### src/rtl/dcla_pkg.sv
// Shared types, constants and helpers for the dual-channel latency arbiter.
// Depends on nothing; the channel, result queue and top level use it by scoped names.
`default_nettype none

package dcla_pkg;

  // Sizing of the arbiter.
  localparam int unsigned NUM_PORTS = 4;
  localparam int unsigned LAT_BITS  = 16;
  localparam int unsigned PORT_W    = (NUM_PORTS > 1) ? $clog2(NUM_PORTS) : 1;

  // Fixed widths of the stream fields.
  localparam int unsigned ID_W     = 2;
  localparam int unsigned LAT_IN_W = 16;

  // Result queue; the depth must be a power of two so the pointers wrap.
  localparam int unsigned RES_DEPTH = 4;
  localparam int unsigned RES_PTR_W = $clog2(RES_DEPTH);
  localparam int unsigned RES_CNT_W = $clog2(RES_DEPTH + 1);

  typedef logic [PORT_W-1:0]    port_t;
  typedef logic [LAT_BITS-1:0]  lat_t;
  typedef logic [NUM_PORTS-1:0] pend_t;

  typedef enum logic [1:0] {
    EV_ACCEPT     = 2'd0,
    EV_REJECT     = 2'd1,
    EV_READ_DONE  = 2'd2,
    EV_WRITE_DONE = 2'd3
  } event_kind_e;

  // One result transaction.
  typedef struct packed {
    event_kind_e kind;
    logic [1:0]  port;
    logic        last;
  } result_t;

  // Command from the top level to one channel.
  typedef struct packed {
    logic  req;
    logic  tick;
    port_t id;
    lat_t  latency;
  } chan_cmd_t;

  // Status from one channel to the top level.
  typedef struct packed {
    logic  slot_busy;
    logic  done;
    port_t done_port;
    logic  loading;
  } chan_sts_t;

  typedef struct packed {
    logic  found;
    port_t idx;
  } pick_t;

  // Highest-numbered set bit of a pending vector.
  function automatic pick_t pick_highest(pend_t pend);
    pick_t r;
    r = '0;
    for (int i = 0; i < NUM_PORTS; i++) begin
      if (pend[i]) begin
        r.found = 1'b1;
        r.idx   = PORT_W'(i);
      end
    end
    return r;
  endfunction

endpackage

`default_nettype wire

### src/rtl/dcla_slot_ram.sv
// Generic single-write, single-read synchronous RAM with a registered read.
// Standalone; used by the channel controller to hold slot latencies.
`default_nettype none

module dcla_slot_ram #(
  parameter int unsigned DEPTH = 4,
  parameter int unsigned WIDTH = 16
) (
  input  wire logic                                      clk_i,
  input  wire logic                                      we_i,
  input  wire logic [((DEPTH > 1) ? $clog2(DEPTH) : 1)-1:0] waddr_i,
  input  wire logic [WIDTH-1:0]                          wdata_i,
  input  wire logic                                      re_i,
  input  wire logic [((DEPTH > 1) ? $clog2(DEPTH) : 1)-1:0] raddr_i,
  output logic      [WIDTH-1:0]                          rdata_o
);

  logic [WIDTH-1:0] mem [DEPTH];

  // Write port.
  always_ff @(posedge clk_i) begin
    if (we_i) begin
      mem[waddr_i] <= wdata_i;
    end
  end

  // Registered read port.
  always_ff @(posedge clk_i) begin
    if (re_i) begin
      rdata_o <= mem[raddr_i];
    end
  end

endmodule

`default_nettype wire

### src/rtl/dcla_channel.sv
// One arbitration channel: pending bits, service owner and countdown, with the
// slot latencies in a synchronous RAM. Depends on dcla_pkg and dcla_slot_ram.
`default_nettype none

module dcla_channel (
  input  wire logic                 clk_i,
  input  wire logic                 rst_ni,
  input  wire dcla_pkg::chan_cmd_t  cmd_i,
  output dcla_pkg::chan_sts_t       sts_o
);

  dcla_pkg::pend_t pending_q, pending_d;
  logic            active_q, active_d;
  dcla_pkg::port_t owner_q, owner_d;
  dcla_pkg::lat_t  countdown_q, countdown_d;
  logic            load_q, load_d;

  logic            ram_we;
  logic            ram_re;
  dcla_pkg::lat_t  ram_rdata;
  dcla_pkg::pend_t pend_clr;
  dcla_pkg::pick_t pick;
  logic            slot_busy;
  logic            done;

  // Slot latency storage, written on request and read when a new owner starts.
  dcla_slot_ram #(
    .DEPTH(dcla_pkg::NUM_PORTS),
    .WIDTH(dcla_pkg::LAT_BITS)
  ) u_ram (
    .clk_i  (clk_i),
    .we_i   (ram_we),
    .waddr_i(cmd_i.id),
    .wdata_i(cmd_i.latency),
    .re_i   (ram_re),
    .raddr_i(pick.idx),
    .rdata_o(ram_rdata)
  );

  // Current service finishes on this tick when the count is zero or one.
  assign slot_busy = pending_q[cmd_i.id];
  assign done      = active_q && (countdown_q <= dcla_pkg::lat_t'(1));
  assign pend_clr  = pending_q & ~(dcla_pkg::pend_t'(1) << owner_q);
  assign pick      = dcla_pkg::pick_highest(pend_clr);

  // Next state of the channel.
  always_comb begin
    pending_d   = pending_q;
    active_d    = active_q;
    owner_d     = owner_q;
    countdown_d = countdown_q;
    load_d      = 1'b0;
    ram_we      = 1'b0;
    ram_re      = 1'b0;
    if (load_q) begin
      // The new owner's latency arrives from the RAM.
      countdown_d = ram_rdata;
    end else if (cmd_i.req && !slot_busy) begin
      pending_d[cmd_i.id] = 1'b1;
      ram_we              = 1'b1;
      if (!active_q) begin
        active_d    = 1'b1;
        owner_d     = cmd_i.id;
        countdown_d = cmd_i.latency;
      end
    end else if (cmd_i.tick && active_q) begin
      if (done) begin
        pending_d   = pend_clr;
        active_d    = pick.found;
        owner_d     = pick.found ? pick.idx : '0;
        countdown_d = '0;
        load_d      = pick.found;
        ram_re      = pick.found;
      end else begin
        countdown_d = countdown_q - dcla_pkg::lat_t'(1);
      end
    end
  end

  always_ff @(posedge clk_i or negedge rst_ni) begin
    if (!rst_ni) begin
      pending_q   <= '0;
      active_q    <= 1'b0;
      owner_q     <= '0;
      countdown_q <= '0;
      load_q      <= 1'b0;
    end else begin
      pending_q   <= pending_d;
      active_q    <= active_d;
      owner_q     <= owner_d;
      countdown_q <= countdown_d;
      load_q      <= load_d;
    end
  end

  assign sts_o.slot_busy = slot_busy;
  assign sts_o.done      = done;
  assign sts_o.done_port = owner_q;
  assign sts_o.loading   = load_q;

  // A RAM load only follows the start of a new owner.
  a_load_active : assert property (@(posedge clk_i) disable iff (!rst_ni)
    load_q |-> active_q)
    else $error("channel loads a countdown while idle");

  // The owner in service always holds a pending slot.
  a_owner_pending : assert property (@(posedge clk_i) disable iff (!rst_ni)
    active_q |-> pending_q[owner_q])
    else $error("active owner has no pending slot");

  // An accepted request leaves its slot pending.
  a_req_sets : assert property (@(posedge clk_i) disable iff (!rst_ni)
    (cmd_i.req && !slot_busy && !load_q) |=> pending_q[$past(cmd_i.id)])
    else $error("accepted request did not set its pending bit");

endmodule

`default_nettype wire

### src/rtl/dcla_result_fifo.sv
// Small result queue that takes up to two results per cycle and drives the
// output stream. Depends on dcla_pkg.
`default_nettype none

module dcla_result_fifo (
  input  wire logic               clk_i,
  input  wire logic               rst_ni,
  input  wire logic [1:0]         push_cnt_i,
  input  wire dcla_pkg::result_t  push0_i,
  input  wire dcla_pkg::result_t  push1_i,
  output logic                    room2_o,
  output logic                    valid_o,
  input  wire logic               ready_i,
  output dcla_pkg::result_t       data_o
);

  dcla_pkg::result_t                   buf_q [dcla_pkg::RES_DEPTH];
  logic [dcla_pkg::RES_PTR_W-1:0]      wr_ptr_q, wr_ptr_d;
  logic [dcla_pkg::RES_PTR_W-1:0]      rd_ptr_q, rd_ptr_d;
  logic [dcla_pkg::RES_CNT_W-1:0]      count_q, count_d;
  logic                                pop;
  logic [dcla_pkg::RES_PTR_W-1:0]      wr_ptr_p1;

  assign valid_o   = (count_q != '0);
  assign data_o    = buf_q[rd_ptr_q];
  assign pop       = valid_o && ready_i;
  assign room2_o   = (count_q <= dcla_pkg::RES_CNT_W'(dcla_pkg::RES_DEPTH - 2));
  assign wr_ptr_p1 = wr_ptr_q + dcla_pkg::RES_PTR_W'(1);

  // Pointer and fill count update.
  always_comb begin
    wr_ptr_d = wr_ptr_q + dcla_pkg::RES_PTR_W'(push_cnt_i);
    rd_ptr_d = rd_ptr_q + dcla_pkg::RES_PTR_W'(pop);
    count_d  = count_q + dcla_pkg::RES_CNT_W'(push_cnt_i) - dcla_pkg::RES_CNT_W'(pop);
  end

  always_ff @(posedge clk_i or negedge rst_ni) begin
    if (!rst_ni) begin
      wr_ptr_q <= '0;
      rd_ptr_q <= '0;
      count_q  <= '0;
    end else begin
      wr_ptr_q <= wr_ptr_d;
      rd_ptr_q <= rd_ptr_d;
      count_q  <= count_d;
    end
  end

  // Storage of queued results.
  always_ff @(posedge clk_i) begin
    if (push_cnt_i != 2'd0) begin
      buf_q[wr_ptr_q] <= push0_i;
    end
    if (push_cnt_i == 2'd2) begin
      buf_q[wr_ptr_p1] <= push1_i;
    end
  end

endmodule

`default_nettype wire

### src/rtl/dual_channel_latency_arbiter_unit.sv
// Dual-channel latency arbiter: a read and a write channel, each with one
// pending slot per requester, and a result queue in front of the output.
//
// Input stream (s_axis): one transaction is either a tick (tuser[0] = 0) or a
// request (tuser[0] = 1) on the channel that tuser[1] selects, carrying the
// requester index and its latency in ticks. Output stream (m_axis): one
// transaction per event; tuser holds the event kind, tdata the port and tlast
// marks the final result of one input transaction.
// A request gives one result; a tick gives zero, one or two results (read
// done before write done).
// Throughput: one input transaction per cycle while the queue has room for two
// results, except that a tick that ends a service and starts a waiting requester
// holds the input while the new owner's latency is read from the registered slot
// RAM. Results pass through the result queue registers before reaching m_axis.
// When the receiver stalls, results wait in a four-entry queue; the input is
// taken only while the queue has room for two more results.
// Reset clears all pending bits and idles both channels; the slot RAMs are
// not cleared, since a slot is only read after it has been written.
`default_nettype none

module dual_channel_latency_arbiter_unit (
  input  wire logic        clk_i,
  input  wire logic        rst_ni,
  input  wire logic        s_axis_tvalid,
  output logic             s_axis_tready,
  input  wire logic [23:0] s_axis_tdata,   // requester_id[1:0], latency[17:2], zero fill
  input  wire logic [1:0]  s_axis_tuser,   // command[0], is_write[1]
  output logic             m_axis_tvalid,
  input  wire logic        m_axis_tready,
  output logic      [7:0]  m_axis_tdata,   // port_id[1:0], zero fill
  output logic      [1:0]  m_axis_tuser,   // event_kind[1:0]
  output logic             m_axis_tlast    // last_result
);

  localparam int unsigned PortW = dcla_pkg::PORT_W;
  localparam int unsigned LatW  = dcla_pkg::LAT_BITS;

  logic                           accept;
  logic                           command;
  logic                           is_write;
  logic [dcla_pkg::ID_W-1:0]      requester_id;
  logic [dcla_pkg::LAT_IN_W-1:0]  latency;
  logic                           in_range;
  dcla_pkg::port_t                id;
  dcla_pkg::chan_cmd_t            rd_cmd, wr_cmd;
  dcla_pkg::chan_sts_t            rd_sts, wr_sts;
  logic                           room2;
  logic [1:0]                     push_cnt;
  dcla_pkg::result_t              push0, push1;
  dcla_pkg::result_t              head;
  logic                           busy_sel;

  // Field extraction and input handshake.
  assign command      = s_axis_tuser[0];
  assign is_write     = s_axis_tuser[1];
  assign requester_id = s_axis_tdata[1:0];
  assign latency      = s_axis_tdata[17:2];
  assign in_range     = (32'(requester_id) < dcla_pkg::NUM_PORTS);
  assign id           = PortW'(requester_id);

  assign s_axis_tready = !(rd_sts.loading || wr_sts.loading) && room2;
  assign accept        = s_axis_tvalid && s_axis_tready;

  // Commands to the two channels.
  always_comb begin
    rd_cmd.req     = accept && command && !is_write && in_range;
    rd_cmd.tick    = accept && !command;
    rd_cmd.id      = id;
    rd_cmd.latency = LatW'(latency);
    wr_cmd.req     = accept && command && is_write && in_range;
    wr_cmd.tick    = accept && !command;
    wr_cmd.id      = id;
    wr_cmd.latency = LatW'(latency);
  end

  dcla_channel u_read_ch (
    .clk_i (clk_i),
    .rst_ni(rst_ni),
    .cmd_i (rd_cmd),
    .sts_o (rd_sts)
  );

  dcla_channel u_write_ch (
    .clk_i (clk_i),
    .rst_ni(rst_ni),
    .cmd_i (wr_cmd),
    .sts_o (wr_sts)
  );

  assign busy_sel = is_write ? wr_sts.slot_busy : rd_sts.slot_busy;

  // Result formation for the accepted transaction.
  always_comb begin
    push_cnt = 2'd0;
    push0    = '0;
    push1    = '0;
    if (accept) begin
      if (command) begin
        push_cnt   = 2'd1;
        push0.kind = (!in_range || busy_sel) ? dcla_pkg::EV_REJECT : dcla_pkg::EV_ACCEPT;
        push0.port = requester_id;
        push0.last = 1'b1;
      end else if (rd_sts.done) begin
        push0.kind = dcla_pkg::EV_READ_DONE;
        push0.port = 2'(rd_sts.done_port);
        push0.last = !wr_sts.done;
        push1.kind = dcla_pkg::EV_WRITE_DONE;
        push1.port = 2'(wr_sts.done_port);
        push1.last = 1'b1;
        push_cnt   = wr_sts.done ? 2'd2 : 2'd1;
      end else if (wr_sts.done) begin
        push_cnt   = 2'd1;
        push0.kind = dcla_pkg::EV_WRITE_DONE;
        push0.port = 2'(wr_sts.done_port);
        push0.last = 1'b1;
      end
    end
  end

  dcla_result_fifo u_fifo (
    .clk_i     (clk_i),
    .rst_ni    (rst_ni),
    .push_cnt_i(push_cnt),
    .push0_i   (push0),
    .push1_i   (push1),
    .room2_o   (room2),
    .valid_o   (m_axis_tvalid),
    .ready_i   (m_axis_tready),
    .data_o    (head)
  );

  // Output packing.
  assign m_axis_tdata = {6'b0, head.port};
  assign m_axis_tuser = head.kind;
  assign m_axis_tlast = head.last;

endmodule

`default_nettype wire
### config.mk
export PLATFORM = sky130hd
export DESIGN_NAME = dual_channel_latency_arbiter_unit
export DESIGN_NICKNAME = d
export VERILOG_FILES = /design/src/rtl/dcla_pkg.sv /design/src/rtl/dcla_slot_ram.sv /design/src/rtl/dcla_channel.sv /design/src/rtl/dcla_result_fifo.sv /design/src/rtl/dual_channel_latency_arbiter_unit.sv
export SDC_FILE = /design/constraint.sdc
export NUM_CORES = 1
export LEC_CHECK = 0
export ABC_AREA = 1
export BUFFER_PORTS_ARGS = -buffer_cell sky130_fd_sc_hd__buf_2
export CAP_MARGIN = 20
export CORE_MARGIN = 5
export CORE_UTILIZATION = 49
export DETAILED_ROUTE_END_ITERATION = 10
export GPL_TIMING_DRIVEN = 1
export MAX_ROUTING_LAYER = met4
export PLACE_DENSITY_LB_ADDON = 0.1
export SYNTH_ARGS = -nofsm -noshare
export SYNTH_HDL_FRONTEND = slang
export SYNTH_HIERARCHICAL = 1
export SYNTH_SLANG_ARGS = --single-unit
export TNS_END_PERCENT = 20
### constraint.sdc
create_clock -name clk_i -period 3.5 [get_ports clk_i]
set_clock_uncertainty 0.15 [all_clocks]
set_input_delay 0.875 -clock clk_i [delete_from_list [all_inputs] [get_ports clk_i]]
set_output_delay 0.875 -clock clk_i [all_outputs]
set_load 0.01 [all_outputs]
[After elaboration in Yosys (flattened, before gate mapping)]
Memories as Yosys holds them, arrays and structs flattened. A register that Yosys moved wholly into a read port is not among the register bits.
Index checks and enable logic that the tools add are counted.
Cells by class
  $lt $le $gt $ge: 5
  shifts and indexed selects: 2
  equal/unequal tests: 5
  muxes and demuxes: 80
  add/sub/neg operators: 7
  bitwise gates (word level): 8
  reduce and logical (&&, ||, !) cells: 35
Operator list (number)
  16-bit 2-to-1 mux: 10
  5-bit 2-to-1 mux: 7
  16-bit by 1-bit <= comparator with 1-bit output (second input constant): 2
  1-bit 2-to-1 mux: 32
  16-bit by 1-bit subtractor with 16-bit output (second input constant): 2
  2-bit 2-to-1 mux: 14
  3-bit 2-to-1 mux: 8
  4-bit 2-to-1 mux: 6
  1-bit logical AND: 14
  2-bit nonzero test: 5
  3-bit nonzero test: 3
  4-bit AND: 2
  4-bit inverter: 2
  4-bit OR: 2
  4-bit AND reduction: 2
  1-bit by 2-bit left shift with 4-bit output (first input constant): 2
  1-bit logical NOT: 6
  3-bit != test (second input constant): 2
  3-bit AND reduction: 2
  1-bit binary-select mux with 2-bit select: 2
  2-bit != test (second input constant): 2
  2-bit AND reduction: 2
  3-bit by 2-bit adder with 3-bit output: 1
  3-bit by 2-bit <= comparator with 1-bit output (second input constant): 1
  10 further kinds: 11
Storage, ports and cells
  memories kept: 3
  input port bits: 30
  register bits: 55
  memory bits (writable): 148
  output and inout port bits: 13
  word-level logic and storage cells: 158
Memories
  u_read_ch.u_ram.mem: depth 4, width 16, read ports 1, clocked after Yosys merged registers in 1, wr ports 1, RTL line dcla_slot_ram.sv:18  | logic [WIDTH-1:0] mem [DEPTH];
  u_write_ch.u_ram.mem: depth 4, width 16, read ports 1, clocked after Yosys merged registers in 1, wr ports 1, RTL line dcla_slot_ram.sv:18
  u_fifo.buf_q: depth 4, width 5, read ports 1, clocked after Yosys merged registers in 0, wr ports 2, RTL line dcla_result_fifo.sv:17  | dcla_pkg::result_t buf_q [dcla_pkg::RES_DEPTH];

[Longest topological paths before layout]
  depth after elaboration: 11
  mapped depth: 18
  mapped depth without buffers: 17

[Cells and area by module]
Netlist, hierarchy kept.
Modules (own cells, without submodules)
  dcla_slot_ram: cells each 275, seq. area each 2402.3 um^2, area each 3239.4 um^2, instances 2
  dcla_channel: cells each 351, seq. area each 600.6 um^2, area each 2117.0 um^2, instances 2
  dcla_result_fifo: cells each 161, seq. area each 775.7 um^2, area each 1511.4 um^2, instances 1
  dual_channel_latency_arbiter_unit: cells each 52, seq. area each 0.0 um^2, area each 291.5 um^2, instances 1

[Worst setup path after synthesis]
OpenSTA, ideal clock, no wires.
  kind: input port to flip-flop
  start: input port s_axis_tuser[0]
  end: register u_read_ch.u_ram.rdata_o[0], read port of u_read_ch.u_ram.mem, enable pin
  path buffers: 1
  arrival: 3.112 ns
  setup slack: -0.195 ns
  cell stages on the path: 6
  setup time: 0.433 ns
  data required time: 2.917 ns
  cell sequence: buf_2 -> nand3_2 -> nor2_1 -> nand3_4 -> inv_1 -> nor4_1
RTL lines
  from (decl): RTL line dual_channel_latency_arbiter_unit.sv:27  | input wire logic [1:0] s_axis_tuser,
  to (decl): RTL line dcla_slot_ram.sv:15  | output logic [WIDTH-1:0] rdata_o

==> results.ini <==
[clock_network]
cts_buffer_depth=3
cts_root_buf=clkbuf_16
cts_tree=yes
cts_setup_buffers=0
hold_buffers=0
clk_latency_ns=0.54
h-tree-depth=1
clk_pin_slew_ns=0.06
cts_resized=0
cts_buffers=26
clock-sinks=235

[final_layout]
mostFrequentLayoutCell=nand2_1
fillers=2323
drive_gt1_share_pct=12.6
final_util_pct=55.1
final_cell_mix=nand2_1 (531), inv_1 (216), edfxtp_1 (180), nand3_1 (107), nor2_1 (91)
multi_input_area_um2=4470
nets=1547
regArea_um2=6780
syn2layout_area_growth_pct=10.8

[worst_hold_path]
hold_start=u_fifo/rd_ptr_q[1]
hold_path_end=u_fifo/rd_ptr_q[1]
min_path_type=reg2reg
holdPathStages=2

[timing]
relSlewSlack_pct=37.3
setup_viol=0
fmax_mhz=318
worst_pin_slew_ns=0.941
finalMaxSlewViolations=0
hold_slack_ns=0.326
period_minus_slack_ns=3.14
rsz0062_at_grt=no
fin_crit_sh_pct=89.8
hold_violations=0
fin_ws_ns=0.358

[floorplanning]
ios=43
die_area_um2=28800
row_count=58
floorplan.initialDensity_pct=49.7
core-area_um2=25200
die_w_um=170
die_height_um=170

[global_routing]
grt_max_degree=40
grt_pass1_wl_um=46800
grt_remaining_overflow=0
antenna_found_initial=1
first_global_vias=8535
grt_use_total_pct=21.2

[setup_path]
cpLargestDelayFamily=adder cells
timing.rr.start=u_read_ch/countdown_q[0]
r2r_cells=16
cp-end-kind=flip-flop
cp.required_ns=3.78
critPathLaunch=u_read_ch/countdown_q[0]
start_kind=flip-flop
cp_num_buf_inv=4
crit_type=reg2reg
r2r_slack_ns=0.36
cp_max_fo=6
arrival_ns=3.42
critical-path-max-stage-delay_ns=0.44
worstPathCellList=inv_1 > ha_1 > nor2_1 > nor2_2 > nand3_4 > inv_1 > ha_1 > nand2_1 > nor2_1 > inv_2 > ha_1 > fa_1 > xnor2_1 > inv_1 > nand2_1 > nand2_1
r2r-end=u_fifo/count_q[2]
critPathSlowestCell=fa_1
cp.depth=16

[drt]
drc=0
num_vias=9226
via_per_inst=4.97
antenna_left=0
drt-pass1-iter-count=5
routed_wl_um=29300
drtIter0Drc=685
wl_per_cell_um=15.8

[place]
io_buffers=30
dp_hpwl_um=19400
gp_congestion=0.876
place_ws_ns=0.350

[power_and_ir_drop]
netSwitchingFraction_pct=33.2
combPwrFrac_pct=25.8
power.switching_mw=2.84
p_int_mw=5.71
seqPwrFrac_pct=42.3
ir_worst_vdd_mv=0.412
powerDensity_nw_per_um2=616
p_clk_share_pct=31.9
leakage_nw=6.48

[synth]
ys_warn_count=6
synth-edff-count=180
syn_avg_cell_area_um2=8.54
synth_area_leaders=edfxtp_1 (43%), nand2_1 (16%), dfrtp_1 (11%)
synth_top_area_share_pct=43.2
seq_area_frac_synth_pct=54.2
async_flop_share_pct=23.4
synth.distinct_cells=36
ys_seq_elements=235
ys.flop_type=edfxtp_1
synth.cell_area_um2=12500
yosysTopAreaCell=edfxtp_1
syn_inst=1465

[run_status]
outcome=finished clean

[job]
max_cap_viol_count=0

worst min-delay path: stages, from the launching register on:
cell and delay (ns):
dfrtp_1 0.34, nand2_1 0.05, nand2_1 0.05
routing by layer:
| metal | part of all wire, % | GRT usage, % |
|---|---|---|
| met1 | 47 | 30.0 |
| met2 | 45 | 32.4 |
| met3 | 5.1 | 2.86 |
| met4 | 2.8 | 5.64 |
| met5 | 0 | - |
state kept, by name, indices dropped and copies added (netlist names), 2 cells and up:
signal and count:
u_fifo/rd_ptr_q 2, u_write_ch/owner_q 2, u_write_ch/pending_q 4, u_write_ch/u_ram/mem 64, u_read_ch/owner_q 2, u_read_ch/u_ram/rdata_o 16, u_write_ch/countdown_q 16, u_read_ch/pending_q 4
u_read_ch/countdown_q 16, u_read_ch/u_ram/mem 64, u_fifo/wr_ptr_q 2, u_fifo/count_q 3, u_fifo/buf_q 20, u_write_ch/u_ram/rdata_o 16
final cells by class:
class | count | area share [%]
repair buffers | 68 | 3.23
inverters | 235 | 6.40
clock inverters | 16 | 1.22
well taps | 330 | 2.98
flip-flops and latches | 235 | 48.9
clock buffers | 32 | 5.00
multi-input cells | 940 | 32.2
diodes | 1 | 0.0180
how the worst max path moves through the flow:
stage                                 to
5_1_grt                u_fifo/count_q[2]
6_report               u_fifo/count_q[2]
3_3_place_gp           u_fifo/count_q[2]
4_1_cts                  m_axis_tuser[1]
3_5_place_dp           u_fifo/count_q[2]
2_1_floorplan  u_read_ch/u_ram/mem[0][0]
per-stage QoR:
step                instances  instance area (um2)  power (mW)  TNS (ns)
global route             1857                13900        9.12         0
global placement         1808                13000        5.84         0
floorplan                1470                12500        5.31    -16.44
detailed placement       1808                13000        5.87         0
finish                   1857                13900        8.55         0
CTS                      1856                13900        8.62         0
power groups by stage:
stage	registers [mW]	clock network, mW	logic, mW
floorplan	3.57	0	1.73
finish	3.62	2.72	2.20
detailed placement	3.66	0	2.20
global placement	3.66	0	2.18
CTS	3.61	2.79	2.21
global route	3.66	2.92	2.54
synthesized netlist by cell type, types with 15 or more instances:
cell and n:
edfxtp_1 180, inv_2 17, o21ai_2 19, nand4_1 37
inv_1 216, o21ai_1 15, nand3_1 107, buf_4 22
nand2_1 531, buf_6 20, nor2_1 91, dfrtp_1 55
o21ai_0 47
cells by family (layout without fill, tap and decap cells):
kind of cell	Yosys count	in the layout	synth area share, %
compound gates	94	94	4.43
flops	235	235	54.2
other cells	1	7	0.0300
buf+inv	295	351	10.9
simple gates	819	819	28.6
fa+ha+maj	11	11	1.16
xor+xnor	10	10	0.700
No activity file was read; power rests on OpenSTA's default activity.
